===== src/hdl/sha1_pkg.sv =====
// Shared types and constants for the SHA-1 hash engine.
// Used by the controller, the datapath and the top level; no dependencies.
package sha1_pkg;

    // Round counter width and round boundaries
    localparam int unsigned ROUND_W = 7;
    localparam logic [ROUND_W-1:0] ROUND_LAST   = 7'd79;
    localparam logic [ROUND_W-1:0] ROUND_PH1    = 7'd20;
    localparam logic [ROUND_W-1:0] ROUND_PH2    = 7'd40;
    localparam logic [ROUND_W-1:0] ROUND_PH3    = 7'd60;

    // Digest word index
    localparam int unsigned IDX_W = 3;
    localparam logic [IDX_W-1:0] IDX_FIRST = 3'd0;
    localparam logic [IDX_W-1:0] IDX_LAST  = 3'd4;

    // Round constants
    localparam logic [31:0] K_CH   = 32'h5A827999;
    localparam logic [31:0] K_PAR1 = 32'h6ED9EBA1;
    localparam logic [31:0] K_MAJ  = 32'h8F1BBCDC;
    localparam logic [31:0] K_PAR2 = 32'hCA62C1D6;

    // Initial chaining values, h0 first
    localparam logic [0:4][31:0] H_INIT = '{
        32'h67452301, 32'hEFCDAB89, 32'h98BADCFE, 32'h10325476, 32'hC3D2E1F0
    };

    // Padding marker byte
    localparam logic [7:0] PAD_MARK_BYTE = 8'h80;

    typedef enum logic [2:0] {
        ST_IDLE,
        ST_COMP,
        ST_ADD,
        ST_PAD,
        ST_OUT
    } state_t;

    typedef enum logic [1:0] {
        PAD_MARK,
        PAD_ZERO,
        PAD_LEN
    } pad_sel_t;

    typedef enum logic [1:0] {
        PH_CH,
        PH_PAR1,
        PH_MAJ,
        PH_PAR2
    } phase_t;

    // Controller to datapath
    typedef struct packed {
        logic             take_byte;
        logic             pad_shift;
        logic             pad_first;
        pad_sel_t         pad_sel;
        logic             load_work;
        logic             round_en;
        phase_t           phase;
        logic             chain_add;
        logic             chain_init;
        logic [IDX_W-1:0] out_idx;
    } cmd_t;

    // Datapath to controller
    typedef struct packed {
        logic fill_last;   // next message byte completes a block
        logic pad_last;    // current pad byte completes a block
        logic pad_in_len;  // current pad position is in the length field
    } status_t;

endpackage


===== src/hdl/sha1_if.sv =====
// Handshake channels of the SHA-1 engine: message words in, digest words out.
// Depends on nothing.
interface sha1_in_if;
    logic       valid;
    logic       ready;
    logic [7:0] msg_byte;
    logic       byte_valid;
    logic       end_of_message;

    modport source (output valid, msg_byte, byte_valid, end_of_message, input ready);
    modport sink   (input valid, msg_byte, byte_valid, end_of_message, output ready);
endinterface

interface sha1_out_if;
    logic        valid;
    logic        ready;
    logic [31:0] digest_word;
    logic [2:0]  word_index;
    logic        last_word;

    modport source (output valid, digest_word, word_index, last_word, input ready);
    modport sink   (input valid, digest_word, word_index, last_word, output ready);
endinterface


===== src/hdl/sha1_hash_engine.sv =====
// SHA-1 hash engine, top level: joins the controller and the datapath (sha1_pkg, sha1_if).
// Message bytes are taken only while idle; a full 64-byte block then runs 80 rounds in
// one round unit and a chaining add, with intake closed until both are done.
// End of message: pad from the fill position p (an extra block when p is 56..63);
// padded blocks run the same way, then five digest words, one per cycle while ready.
// Reset: chaining words to the SHA-1 initial values, length to zero, idle.
module sha1_hash_engine (
    input  logic              clk,
    input  logic              rst_n,
    sha1_in_if.sink           msg,
    sha1_out_if.source        digest
);

    sha1_pkg::cmd_t     cmd;
    sha1_pkg::status_t  status;

    sha1_ctrl u_ctrl (
        .clk           (clk),
        .rst_n         (rst_n),
        .in_valid      (msg.valid),
        .in_byte_valid (msg.byte_valid),
        .in_eom        (msg.end_of_message),
        .in_ready      (msg.ready),
        .out_valid     (digest.valid),
        .out_ready     (digest.ready),
        .status        (status),
        .cmd           (cmd)
    );

    sha1_dp u_dp (
        .clk         (clk),
        .rst_n       (rst_n),
        .cmd         (cmd),
        .msg_byte    (msg.msg_byte),
        .status      (status),
        .digest_word (digest.digest_word)
    );

    assign digest.word_index = cmd.out_idx;
    assign digest.last_word  = (cmd.out_idx == sha1_pkg::IDX_LAST);

endmodule


===== src/hdl/sha1_ctrl.sv =====
// Control state machine of the SHA-1 engine: intake, rounds, padding, output.
// Depends on sha1_pkg.
module sha1_ctrl (
    input  logic                      clk,
    input  logic                      rst_n,
    input  logic                      in_valid,
    input  logic                      in_byte_valid,
    input  logic                      in_eom,
    output logic                      in_ready,
    output logic                      out_valid,
    input  logic                      out_ready,
    input  sha1_pkg::status_t         status,
    output sha1_pkg::cmd_t            cmd
);

    sha1_pkg::state_t                  state_reg, state_next;
    logic [sha1_pkg::ROUND_W-1:0]      round_reg, round_next;
    logic [sha1_pkg::IDX_W-1:0]        idx_reg, idx_next;
    logic                              eom_pend_reg, eom_pend_next;
    logic                              from_pad_reg, from_pad_next;
    logic                              len_blk_reg, len_blk_next;
    logic                              pad_first_reg, pad_first_next;

    // State and control registers
    always_ff @(posedge clk or negedge rst_n)
    begin
        if (!rst_n)
        begin
            state_reg     <= sha1_pkg::ST_IDLE;
            round_reg     <= '0;
            idx_reg       <= sha1_pkg::IDX_FIRST;
            eom_pend_reg  <= 1'b0;
            from_pad_reg  <= 1'b0;
            len_blk_reg   <= 1'b0;
            pad_first_reg <= 1'b0;
        end
        else
        begin
            state_reg     <= state_next;
            round_reg     <= round_next;
            idx_reg       <= idx_next;
            eom_pend_reg  <= eom_pend_next;
            from_pad_reg  <= from_pad_next;
            len_blk_reg   <= len_blk_next;
            pad_first_reg <= pad_first_next;
        end
    end

    // Next state
    always_comb
    begin
        state_next     = state_reg;
        round_next     = round_reg;
        idx_next       = idx_reg;
        eom_pend_next  = eom_pend_reg;
        from_pad_next  = from_pad_reg;
        len_blk_next   = len_blk_reg;
        pad_first_next = pad_first_reg;
        case (state_reg)
            sha1_pkg::ST_IDLE:
            begin
                if (in_valid)
                begin
                    if (in_byte_valid && status.fill_last)
                    begin
                        state_next    = sha1_pkg::ST_COMP;
                        round_next    = '0;
                        eom_pend_next = in_eom;
                        from_pad_next = 1'b0;
                    end
                    else if (in_eom)
                    begin
                        state_next     = sha1_pkg::ST_PAD;
                        pad_first_next = 1'b1;
                    end
                end
            end
            sha1_pkg::ST_COMP:
            begin
                round_next = round_reg + 1'b1;
                if (round_reg == sha1_pkg::ROUND_LAST)
                    state_next = sha1_pkg::ST_ADD;
            end
            sha1_pkg::ST_ADD:
            begin
                if (from_pad_reg)
                begin
                    if (len_blk_reg)
                    begin
                        state_next = sha1_pkg::ST_OUT;
                        idx_next   = sha1_pkg::IDX_FIRST;
                    end
                    else
                    begin
                        // marker landed in the length field: one more block
                        state_next     = sha1_pkg::ST_PAD;
                        pad_first_next = 1'b0;
                        len_blk_next   = 1'b1;
                    end
                end
                else if (eom_pend_reg)
                begin
                    state_next     = sha1_pkg::ST_PAD;
                    pad_first_next = 1'b1;
                end
                else
                    state_next = sha1_pkg::ST_IDLE;
            end
            sha1_pkg::ST_PAD:
            begin
                pad_first_next = 1'b0;
                if (pad_first_reg)
                    len_blk_next = !status.pad_in_len;
                if (status.pad_last)
                begin
                    state_next    = sha1_pkg::ST_COMP;
                    round_next    = '0;
                    from_pad_next = 1'b1;
                end
            end
            sha1_pkg::ST_OUT:
            begin
                if (out_ready)
                begin
                    if (idx_reg == sha1_pkg::IDX_LAST)
                        state_next = sha1_pkg::ST_IDLE;
                    else
                        idx_next = idx_reg + 1'b1;
                end
            end
            default:
                state_next = sha1_pkg::ST_IDLE;
        endcase
    end

    // Outputs and datapath commands
    always_comb
    begin
        in_ready       = (state_reg == sha1_pkg::ST_IDLE);
        out_valid      = (state_reg == sha1_pkg::ST_OUT);
        cmd.take_byte  = in_ready && in_valid && in_byte_valid;
        cmd.pad_shift  = (state_reg == sha1_pkg::ST_PAD);
        cmd.pad_first  = pad_first_reg;
        cmd.load_work  = (cmd.take_byte && status.fill_last)
                      || (cmd.pad_shift && status.pad_last);
        cmd.round_en   = (state_reg == sha1_pkg::ST_COMP);
        cmd.chain_add  = (state_reg == sha1_pkg::ST_ADD);
        cmd.chain_init = out_valid && out_ready && (idx_reg == sha1_pkg::IDX_LAST);
        cmd.out_idx    = idx_reg;

        if (pad_first_reg)
            cmd.pad_sel = sha1_pkg::PAD_MARK;
        else if (len_blk_reg && status.pad_in_len)
            cmd.pad_sel = sha1_pkg::PAD_LEN;
        else
            cmd.pad_sel = sha1_pkg::PAD_ZERO;

        if (round_reg < sha1_pkg::ROUND_PH1)
            cmd.phase = sha1_pkg::PH_CH;
        else if (round_reg < sha1_pkg::ROUND_PH2)
            cmd.phase = sha1_pkg::PH_PAR1;
        else if (round_reg < sha1_pkg::ROUND_PH3)
            cmd.phase = sha1_pkg::PH_MAJ;
        else
            cmd.phase = sha1_pkg::PH_PAR2;
    end

    // Intake and output never open at once
    a_excl: assert property (@(posedge clk) disable iff (!rst_n)
        !(in_ready && out_valid))
        else $error("input ready while digest is shown");

    // Round counter stays within the 80 rounds
    a_round: assert property (@(posedge clk) disable iff (!rst_n)
        (state_reg == sha1_pkg::ST_COMP) |-> (round_reg <= sha1_pkg::ROUND_LAST))
        else $error("round counter out of range");

    // Last round is followed by the chaining add
    a_add: assert property (@(posedge clk) disable iff (!rst_n)
        (state_reg == sha1_pkg::ST_COMP && round_reg == sha1_pkg::ROUND_LAST)
        |=> (state_reg == sha1_pkg::ST_ADD))
        else $error("chaining add skipped");

    // Taking the fifth digest word returns to intake
    a_done: assert property (@(posedge clk) disable iff (!rst_n)
        cmd.chain_init |=> (state_reg == sha1_pkg::ST_IDLE && idx_reg == sha1_pkg::IDX_LAST))
        else $error("engine did not return to idle after digest");

endmodule


===== src/hdl/sha1_dp.sv =====
// Datapath of the SHA-1 engine: block/schedule window, round unit, chaining words.
// Depends on sha1_pkg.
module sha1_dp (
    input  logic                          clk,
    input  logic                          rst_n,
    input  sha1_pkg::cmd_t                cmd,
    input  logic [7:0]                    msg_byte,
    output sha1_pkg::status_t             status,
    output logic [31:0]                   digest_word
);

    // 16-word window: block bytes during intake, message schedule during rounds
    logic [511:0]        blk_reg, blk_next;
    logic [63:0]         bit_count_reg, bit_count_next;
    logic [5:0]          pad_pos_reg, pad_pos_next;
    logic [0:4][31:0]    chain_reg, chain_next;
    logic [31:0]         a_reg, b_reg, c_reg, d_reg, e_reg;

    logic [5:0]          pad_q;
    logic [63:0]         len_shift;
    logic [7:0]          pad_byte;
    logic [7:0]          shift_byte;
    logic [31:0]         w_cur, w_mix, w_new;
    logic [31:0]         f_val, k_val, t_val;

    // Pad position: the first pad byte lands at the fill position
    assign pad_q      = cmd.pad_first ? bit_count_reg[8:3] : pad_pos_reg;
    assign len_shift  = bit_count_reg >> {~pad_q[2:0], 3'b000};

    always_comb
    begin
        case (cmd.pad_sel)
            sha1_pkg::PAD_MARK: pad_byte = sha1_pkg::PAD_MARK_BYTE;
            sha1_pkg::PAD_LEN:  pad_byte = len_shift[7:0];
            default:            pad_byte = 8'h00;
        endcase
    end

    assign shift_byte = cmd.take_byte ? msg_byte : pad_byte;

    assign status.fill_last  = (bit_count_reg[8:3] == 6'd63);
    assign status.pad_last   = (pad_q == 6'd63);
    assign status.pad_in_len = (pad_q[5:3] == 3'b111);

    // Schedule: w[t+16] = rotl1(w[t+13] ^ w[t+8] ^ w[t+2] ^ w[t])
    assign w_cur = blk_reg[511:480];
    assign w_mix = blk_reg[95:64] ^ blk_reg[255:224] ^ blk_reg[447:416] ^ w_cur;
    assign w_new = {w_mix[30:0], w_mix[31]};

    // Round function and constant
    always_comb
    begin
        case (cmd.phase)
            sha1_pkg::PH_CH:
            begin
                f_val = (b_reg & c_reg) | (~b_reg & d_reg);
                k_val = sha1_pkg::K_CH;
            end
            sha1_pkg::PH_PAR1:
            begin
                f_val = b_reg ^ c_reg ^ d_reg;
                k_val = sha1_pkg::K_PAR1;
            end
            sha1_pkg::PH_MAJ:
            begin
                f_val = (b_reg & c_reg) | (b_reg & d_reg) | (c_reg & d_reg);
                k_val = sha1_pkg::K_MAJ;
            end
            default:
            begin
                f_val = b_reg ^ c_reg ^ d_reg;
                k_val = sha1_pkg::K_PAR2;
            end
        endcase
    end

    assign t_val = {a_reg[26:0], a_reg[31:27]} + f_val + e_reg + k_val + w_cur;

    // Window and counters
    always_comb
    begin
        blk_next       = blk_reg;
        bit_count_next = bit_count_reg;
        pad_pos_next   = pad_pos_reg;
        if (cmd.take_byte || cmd.pad_shift)
            blk_next = {blk_reg[503:0], shift_byte};
        else if (cmd.round_en)
            blk_next = {blk_reg[479:0], w_new};
        if (cmd.take_byte)
            bit_count_next = bit_count_reg + 64'd8;
        else if (cmd.chain_init)
            bit_count_next = '0;
        if (cmd.pad_shift)
            pad_pos_next = pad_q + 6'd1;
    end

    // Chaining words
    always_comb
    begin
        chain_next = chain_reg;
        if (cmd.chain_init)
            chain_next = sha1_pkg::H_INIT;
        else if (cmd.chain_add)
        begin
            chain_next[0] = chain_reg[0] + a_reg;
            chain_next[1] = chain_reg[1] + b_reg;
            chain_next[2] = chain_reg[2] + c_reg;
            chain_next[3] = chain_reg[3] + d_reg;
            chain_next[4] = chain_reg[4] + e_reg;
        end
    end

    always_ff @(posedge clk or negedge rst_n)
    begin
        if (!rst_n)
        begin
            bit_count_reg <= '0;
            chain_reg     <= sha1_pkg::H_INIT;
        end
        else
        begin
            bit_count_reg <= bit_count_next;
            chain_reg     <= chain_next;
        end
    end

    // Payload registers
    always_ff @(posedge clk)
    begin
        blk_reg     <= blk_next;
        pad_pos_reg <= pad_pos_next;
        if (cmd.load_work)
        begin
            a_reg <= chain_reg[0];
            b_reg <= chain_reg[1];
            c_reg <= chain_reg[2];
            d_reg <= chain_reg[3];
            e_reg <= chain_reg[4];
        end
        else if (cmd.round_en)
        begin
            a_reg <= t_val;
            b_reg <= a_reg;
            c_reg <= {b_reg[1:0], b_reg[31:2]};
            d_reg <= c_reg;
            e_reg <= d_reg;
        end
    end

    assign digest_word = chain_reg[cmd.out_idx];

    // Bit counter only moves in whole bytes
    a_bits: assert property (@(posedge clk) disable iff (!rst_n)
        bit_count_reg[2:0] == 3'b000)
        else $error("bit counter lost byte alignment");

    // Message length is frozen while padding reads it
    a_len: assert property (@(posedge clk) disable iff (!rst_n)
        (cmd.pad_shift && !cmd.pad_first) |-> $stable(bit_count_reg))
        else $error("length changed during padding");

endmodule


===== src/flat_wrapper.sv =====
// flat-port wrapper written by rule: the top's interface ports become plain ports
module sha1_hash_engine_flat 
  (clk, rst_n, msg_valid, msg_msg_byte, msg_byte_valid, msg_end_of_message, msg_ready, digest_valid, digest_digest_word, digest_word_index, digest_last_word, digest_ready);
  sha1_in_if msg_i ();
  sha1_out_if digest_i ();
  input  logic clk;
  input  logic rst_n;
  input wire logic [$bits(msg_i.valid)-1:0] msg_valid;
  input wire logic [$bits(msg_i.msg_byte)-1:0] msg_msg_byte;
  input wire logic [$bits(msg_i.byte_valid)-1:0] msg_byte_valid;
  input wire logic [$bits(msg_i.end_of_message)-1:0] msg_end_of_message;
  output wire logic [$bits(msg_i.ready)-1:0] msg_ready;
  output wire logic [$bits(digest_i.valid)-1:0] digest_valid;
  output wire logic [$bits(digest_i.digest_word)-1:0] digest_digest_word;
  output wire logic [$bits(digest_i.word_index)-1:0] digest_word_index;
  output wire logic [$bits(digest_i.last_word)-1:0] digest_last_word;
  input wire logic [$bits(digest_i.ready)-1:0] digest_ready;
  assign msg_i.valid = msg_valid;
  assign msg_i.msg_byte = msg_msg_byte;
  assign msg_i.byte_valid = msg_byte_valid;
  assign msg_i.end_of_message = msg_end_of_message;
  assign msg_ready = msg_i.ready;
  assign digest_valid = digest_i.valid;
  assign digest_digest_word = digest_i.digest_word;
  assign digest_word_index = digest_i.word_index;
  assign digest_last_word = digest_i.last_word;
  assign digest_i.ready = digest_ready;
  sha1_hash_engine u_core (.clk(clk), .rst_n(rst_n), .msg(msg_i), .digest(digest_i));
endmodule

===== config.mk =====
export PLATFORM = sky130hd
export DESIGN_NAME = sha1_hash_engine_flat
export DESIGN_NICKNAME = d
export VERILOG_FILES = /design/src/hdl/sha1_pkg.sv /design/src/hdl/sha1_if.sv /design/src/hdl/sha1_hash_engine.sv /design/src/hdl/sha1_ctrl.sv /design/src/hdl/sha1_dp.sv /design/src/flat_wrapper.sv
export SDC_FILE = /design/constraint.sdc
export NUM_CORES = 2
export LEC_CHECK = 0
export ABC_AREA = 0
export BUFFER_PORTS_ARGS = -buffer_cell sky130_fd_sc_hd__buf_2
export CORE_MARGIN = 2
export CORE_UTILIZATION = 50
export CTS_BUF_LIST = sky130_fd_sc_hd__clkbuf_4 sky130_fd_sc_hd__clkbuf_8
export DETAILED_ROUTE_END_ITERATION = 10
export PLACE_DENSITY_LB_ADDON = 0.25
export SLEW_MARGIN = 0
export SYNTH_ARGS = -nofsm -noshare
export SYNTH_HDL_FRONTEND = slang
export SYNTH_SLANG_ARGS = --single-unit

===== constraint.sdc =====
create_clock -name clk -period 23 [get_ports clk]
set_input_delay 4.6 -clock clk [delete_from_list [all_inputs] [get_ports clk]]
set_output_delay 4.6 -clock clk [all_outputs]
set_load 0.05 [all_outputs]

Word level (Yosys, flattened, before mapping)

Cells that the tools add are included.

Register bits after elaboration: 919
Bits in latches: 0
Bits in writable memories: 0
Memory bits (read-only): 0
Input bits: 14
Output and inout port bits: 38
Word-level logic and storage cells: 173
Memories kept: 0

Add/subtract/negate cells: 13
$mul: 0
Divide/modulo/power cells: 0
$lt $le $gt $ge: 4
Eq/ne operators: 27
Shift operators: 1
Mux-type cells: 63
Bitwise operators: 15
Reductions and logical operators: 30

Operator list:

| kind                                                                         | number |
|---|---|
| 512-bit 2-to-1 mux                                                           | 2 |
| 32-bit 2-to-1 mux                                                            | 12 |
| 160-bit 2-to-1 mux                                                           | 2 |
| 32-bit adder                                                                 | 9 |
| 32-bit XOR                                                                   | 5 |
| 32-bit bitwise AND                                                           | 4 |
| 64-bit 2-to-1 mux                                                            | 2 |
| 32-bit binary-select mux with 3-bit select                                   | 1 |
| 32-bit OR                                                                    | 3 |
| 32-bit case mux with 3 select lines                                          | 1 |
| 64-bit by 4-bit adder with 64-bit output, second input constant              | 1 |
| 32-bit case mux with 2 select lines                                          | 1 |
| 64-bit by 6-bit right shift with 8-bit output                                | 1 |
| 3-bit 2-to-1 mux                                                             | 13 |
| 32-bit NOT                                                                   | 1 |
| 7-bit 2-to-1 mux                                                             | 3 |
| 7-bit case mux with 3 select lines                                           | 1 |
| 8-bit case mux with 2 select lines                                           | 1 |
| 3-bit case mux with 5 select lines                                           | 1 |
| 7-bit by 6-bit less-than comparator with 1-bit output, second input constant | 2 |
| 2-bit != test, second input constant                                         | 7 |
| 2-bit nonzero test                                                           | 7 |
| 6-bit == test, second input constant                                         | 2 |
| 1-bit 2-to-1 mux                                                             | 12 |
| 32 further kinds                                                             | 59 |

Logic depth before layout (Yosys ltp)

Depth in word-level cells: 12
Gate-level depth with buffers: 26
Depth with buffers taken out: 22

By module

Synthesis repeated with hierarchy kept, for this count alone.

Cell total of the unflattened synthesis: 4977
Area, all modules: 55066.6 µm²

Modules (own cells, without submodules):

| module           | instances | cells each | area each (µm²) | sequential area each (µm²) |
|---|---|---|---|---|
| sha1_dp          | 1         | 4848       | 53901.7         | 25989.9 |
| sha1_ctrl        | 1         | 128        | 1152.4          | 425.4 |
| sha1_hash_engine | 1         | 1          | 12.5            | 0.0 |

Worst setup path after synthesis

Ideal clock, no wire load.

Kind: input to register
Start point: input port msg_valid
End point: register u_core.u_dp.blk_reg[0], enable pin
Setup time: 3.659 ns
Arrival: 13.276 ns
Required time: 19.341 ns
Path slack: 6.065 ns
Stages on the path: 3
Buffers on the path: 1
Cell sequence: nand3_2 -> clkbuf_1 -> nand2_1

Word-level cells in the longest chain between the ends: 4

Ends and longest elaborated chain:

| element                         | line              | RTL |
|---|---|---|
| start: declaration              | flat_wrapper.sv:8 | `input wire logic [$bits(msg_i.valid)-1:0] msg_valid;` |
| 1-bit logical AND (2 in series) | sha1_ctrl.sv:141  | `cmd.take_byte = in_ready && in_valid && in_byte_valid;` |
| 1-bit logical OR                | sha1_dp.sv:85     | `if (cmd.take_byte \|\| cmd.pad_shift)` |
| 2-bit nonzero test (no line)    | --                |  |
| end signal: assignment          | sha1_dp.sv:130    | `blk_reg <= blk_next;` |
| end: declaration                | sha1_dp.sv:13     | `logic [511:0] blk_reg, blk_next;` |

Every way passes these cells.
A chain may end at the register's enable or synchronous reset.

Worst setup path after layout

Start point: input port msg_valid
End point: register u_core.u_dp.blk_reg[288], enable pin

Same word-level chain as after synthesis.

==> reports/qor.yml <==
outcome:
  status: "finished, final reports clean"
logic_synthesis:
  synth.area.top_cells: "edfxtp_1 (38%), nand2_1 (14%), dfrtp_1 (7.3%)"
  synth_top_area_cell: "edfxtp_1"
  async_flop_share: 0.260
  synth_ff_type: "edfxtp_1"
  syn_area_per_cell_um2: 9.30
  synth-edff-count: 678
  netlist_instances: 5830
  synth_compound_area_frac: 0.122
  synth_xor_xnor_area_share: 0.0431
  muxShareOfSynthArea: 0.0186
  yosys.area.top_type_share: 0.376
  yosysUniqueCellTypes: 96
  ys_ff_latch: 916
  syn_nets: 6172
  synth-simple-area-share: 0.194
  synth_area_mm2: 0.0542
  synth_top_family_by_area: "simple AND/OR/NAND/NOR gates"
  ys_warn_count: 0
  seq_area_frac_synth: 0.487
  synth_fa_ha_area_frac: 0.0932
sta:
  hold_viol_final: 0
  drv_slew: 0
  period_share: 0.358
  hold_ws_ps: 474
  setup_viol: 0
  clock_skew_ps: 35.1
  slew-limit-headroom: 0.0467
  finalSetupTns_ps: 0
  rsz0062_at_grt: "no"
  clock.fmax_ghz: 0.121
  worstMarginPinSlew_ps: 1430
  fin_crit_ps: 8230
cts:
  clkSlewWorstSetupHoldPaths_ps: 50
  ctsResizeCount: 0
  cts_root_buf: "clkbuf_8"
  cts.sinks: 916
  cts_made_buffers: 164
  cts_max_level: 4
  post_cts_buffers: 0
  holdBufCountCts: 0
  worst_skew_pair.late_latency_ps: 850
  clock_path_buffers: 3
  tritoncts: "done"
global_route:
  grt_usage: 0.271
  gr-total-overflow: 0
  grt_pass1_wl_mm: 235
  grt_antenna_before_repair: 4
  grt_pass1_vias: 40800
  grt_max_degree: 253
floorplan:
  start_util: 0.505
  die_y_um: 333
  die_w_um: 333
  rows: 120
  die-area_mm2: 0.111
  design.core.area_mm2: 0.107
  io_pins: 52
detailed_routing:
  vias_per_cell: 5.74
  num_vias: 42300
  wl_per_cell_um: 20.5
  dr.pass1.iters: 6
  drc: 0
  drt_iter0_markers: 4095
  totalWireLength_mm: 151
  final_antenna_net_count: 0
placement:
  dp_hpwl_mm: 104
  gp_congestion: 0.941
  port-buffer-count: 51
finish:
  layout_commonest_cell: "nand2_1"
  drive_gt1_frac: 0.0910
  nNetsFinal: 6164
  syn_to_final_growth_pct: 8.95
  largest_reg_flops: 512
  most-common-layout-cells: "nand2_1 (2032), edfxtp_1 (678), o21ai_0 (455), inv_1 (327), a21oi_1 (207)"
run:
  max-cap-violations: 0
worst_setup_path:
  critPathCaptureType: "register"
  rrSetupSlack_ps: 16020
  start_kind: "input pin"
  critPathRequiredTime_ps: 23440
  worstPathArrival_ps: 8680
  crit_fanout: 79
  worstSetupPathType: "in2reg"
hold_path:
  hp-class: "reg2reg"
==> cell families (layout without fill, tap and decap cells) <==
kind of cell | after synthesis | count (layout)
adders and majority gates | 329 | 329
and+or+nand+nor | 2585 | 2585
buffers and inverters | 594 | 723
AOI/OAI and AO/OA | 1079 | 1079
muxes | 60 | 60
DFF | 916 | 916
xor gates and xnor gates | 267 | 267
other | 0 | 3
==> per-stage QoR <==
stage	cells	utilization	area (µm²)	worst slack [ps]
2_1_floorplan	5830	-	54200	6060
3_3_place_gp	7059	0.518	55700	13970
3_5_place_dp	7059	0.518	55700	13930
4_1_cts	7362	0.550	59100	14830
5_1_grt	7363	0.550	59100	14430
6_report	7365	0.550	59100	14770
==> area by class of cell <==
type / count / area [µm²]
flip-flops and latches: 916 / 26400
well taps: 1403 / 1760
diodes: 3 / 7.51
clock buffers: 241 / 2950
multi-input cells: 4320 / 25700
fillers: 9511 / 48300
inverters: 328 / 1230
repair buffers: 92 / 598
clock inverters: 62 / 457
==> layer usage <==
metal / wire (µm) / track usage / vias up
li1: - / - / 19900
met3: 10200 / 0.0472 / 315
met4: 6270 / 0.116 / 0
met5: 0 / 0 / -
met1: 64800 / 0.365 / 20600
met2: 69900 / 0.431 / 1447
==> path summary, 6_finish.rpt <==
kind / from / end / cells past startpoint
max: msg_valid / u_core.u_dp.blk_reg[288] / 6
min: u_core.u_dp.bit_count_reg[63] / u_core.u_dp.bit_count_reg[63] / 1
max reg2reg: u_core.u_ctrl.round_reg[5] / u_core.u_dp.a_reg[31] / 24
min reg2reg: u_core.u_dp.bit_count_reg[63] / u_core.u_dp.bit_count_reg[63] / 1
max in group asynchronous: rst_n / u_core.u_dp.chain_reg[9] / 3
min in group asynchronous: rst_n / u_core.u_ctrl.idx_reg[2] / 1
==> Yosys cell counts, drive strengths merged, types with 31 or more instances <==
| library cell | instances |
|---|---|
| a21oi | 212 |
| xor2 | 88 |
| o21ai | 467 |
| dfrtp | 158 |
| o21a | 31 |
| nand3 | 138 |
| edfxtp | 678 |
| a21o | 108 |
| mux4 | 32 |
| nand4 | 31 |
| xnor2 | 179 |
| a221oi | 36 |
| ha | 203 |
| dfstp | 80 |
| inv | 327 |
| clkbuf | 241 |
| nand2 | 2036 |
| and3 | 43 |
| a31oi | 38 |
| nor3 | 50 |
| fa | 125 |
| nor2 | 161 |
==> critical path, stage by stage <==
cell	delay (ps)
buf_2	150
nand3_2	290
nand2_4	920
buf_4	880
buf_4	840
buf_4	770
Power is left out: the tool's default activity adds up to more than one toggle a clock period on the data nets, which glitch-free logic cannot reach.
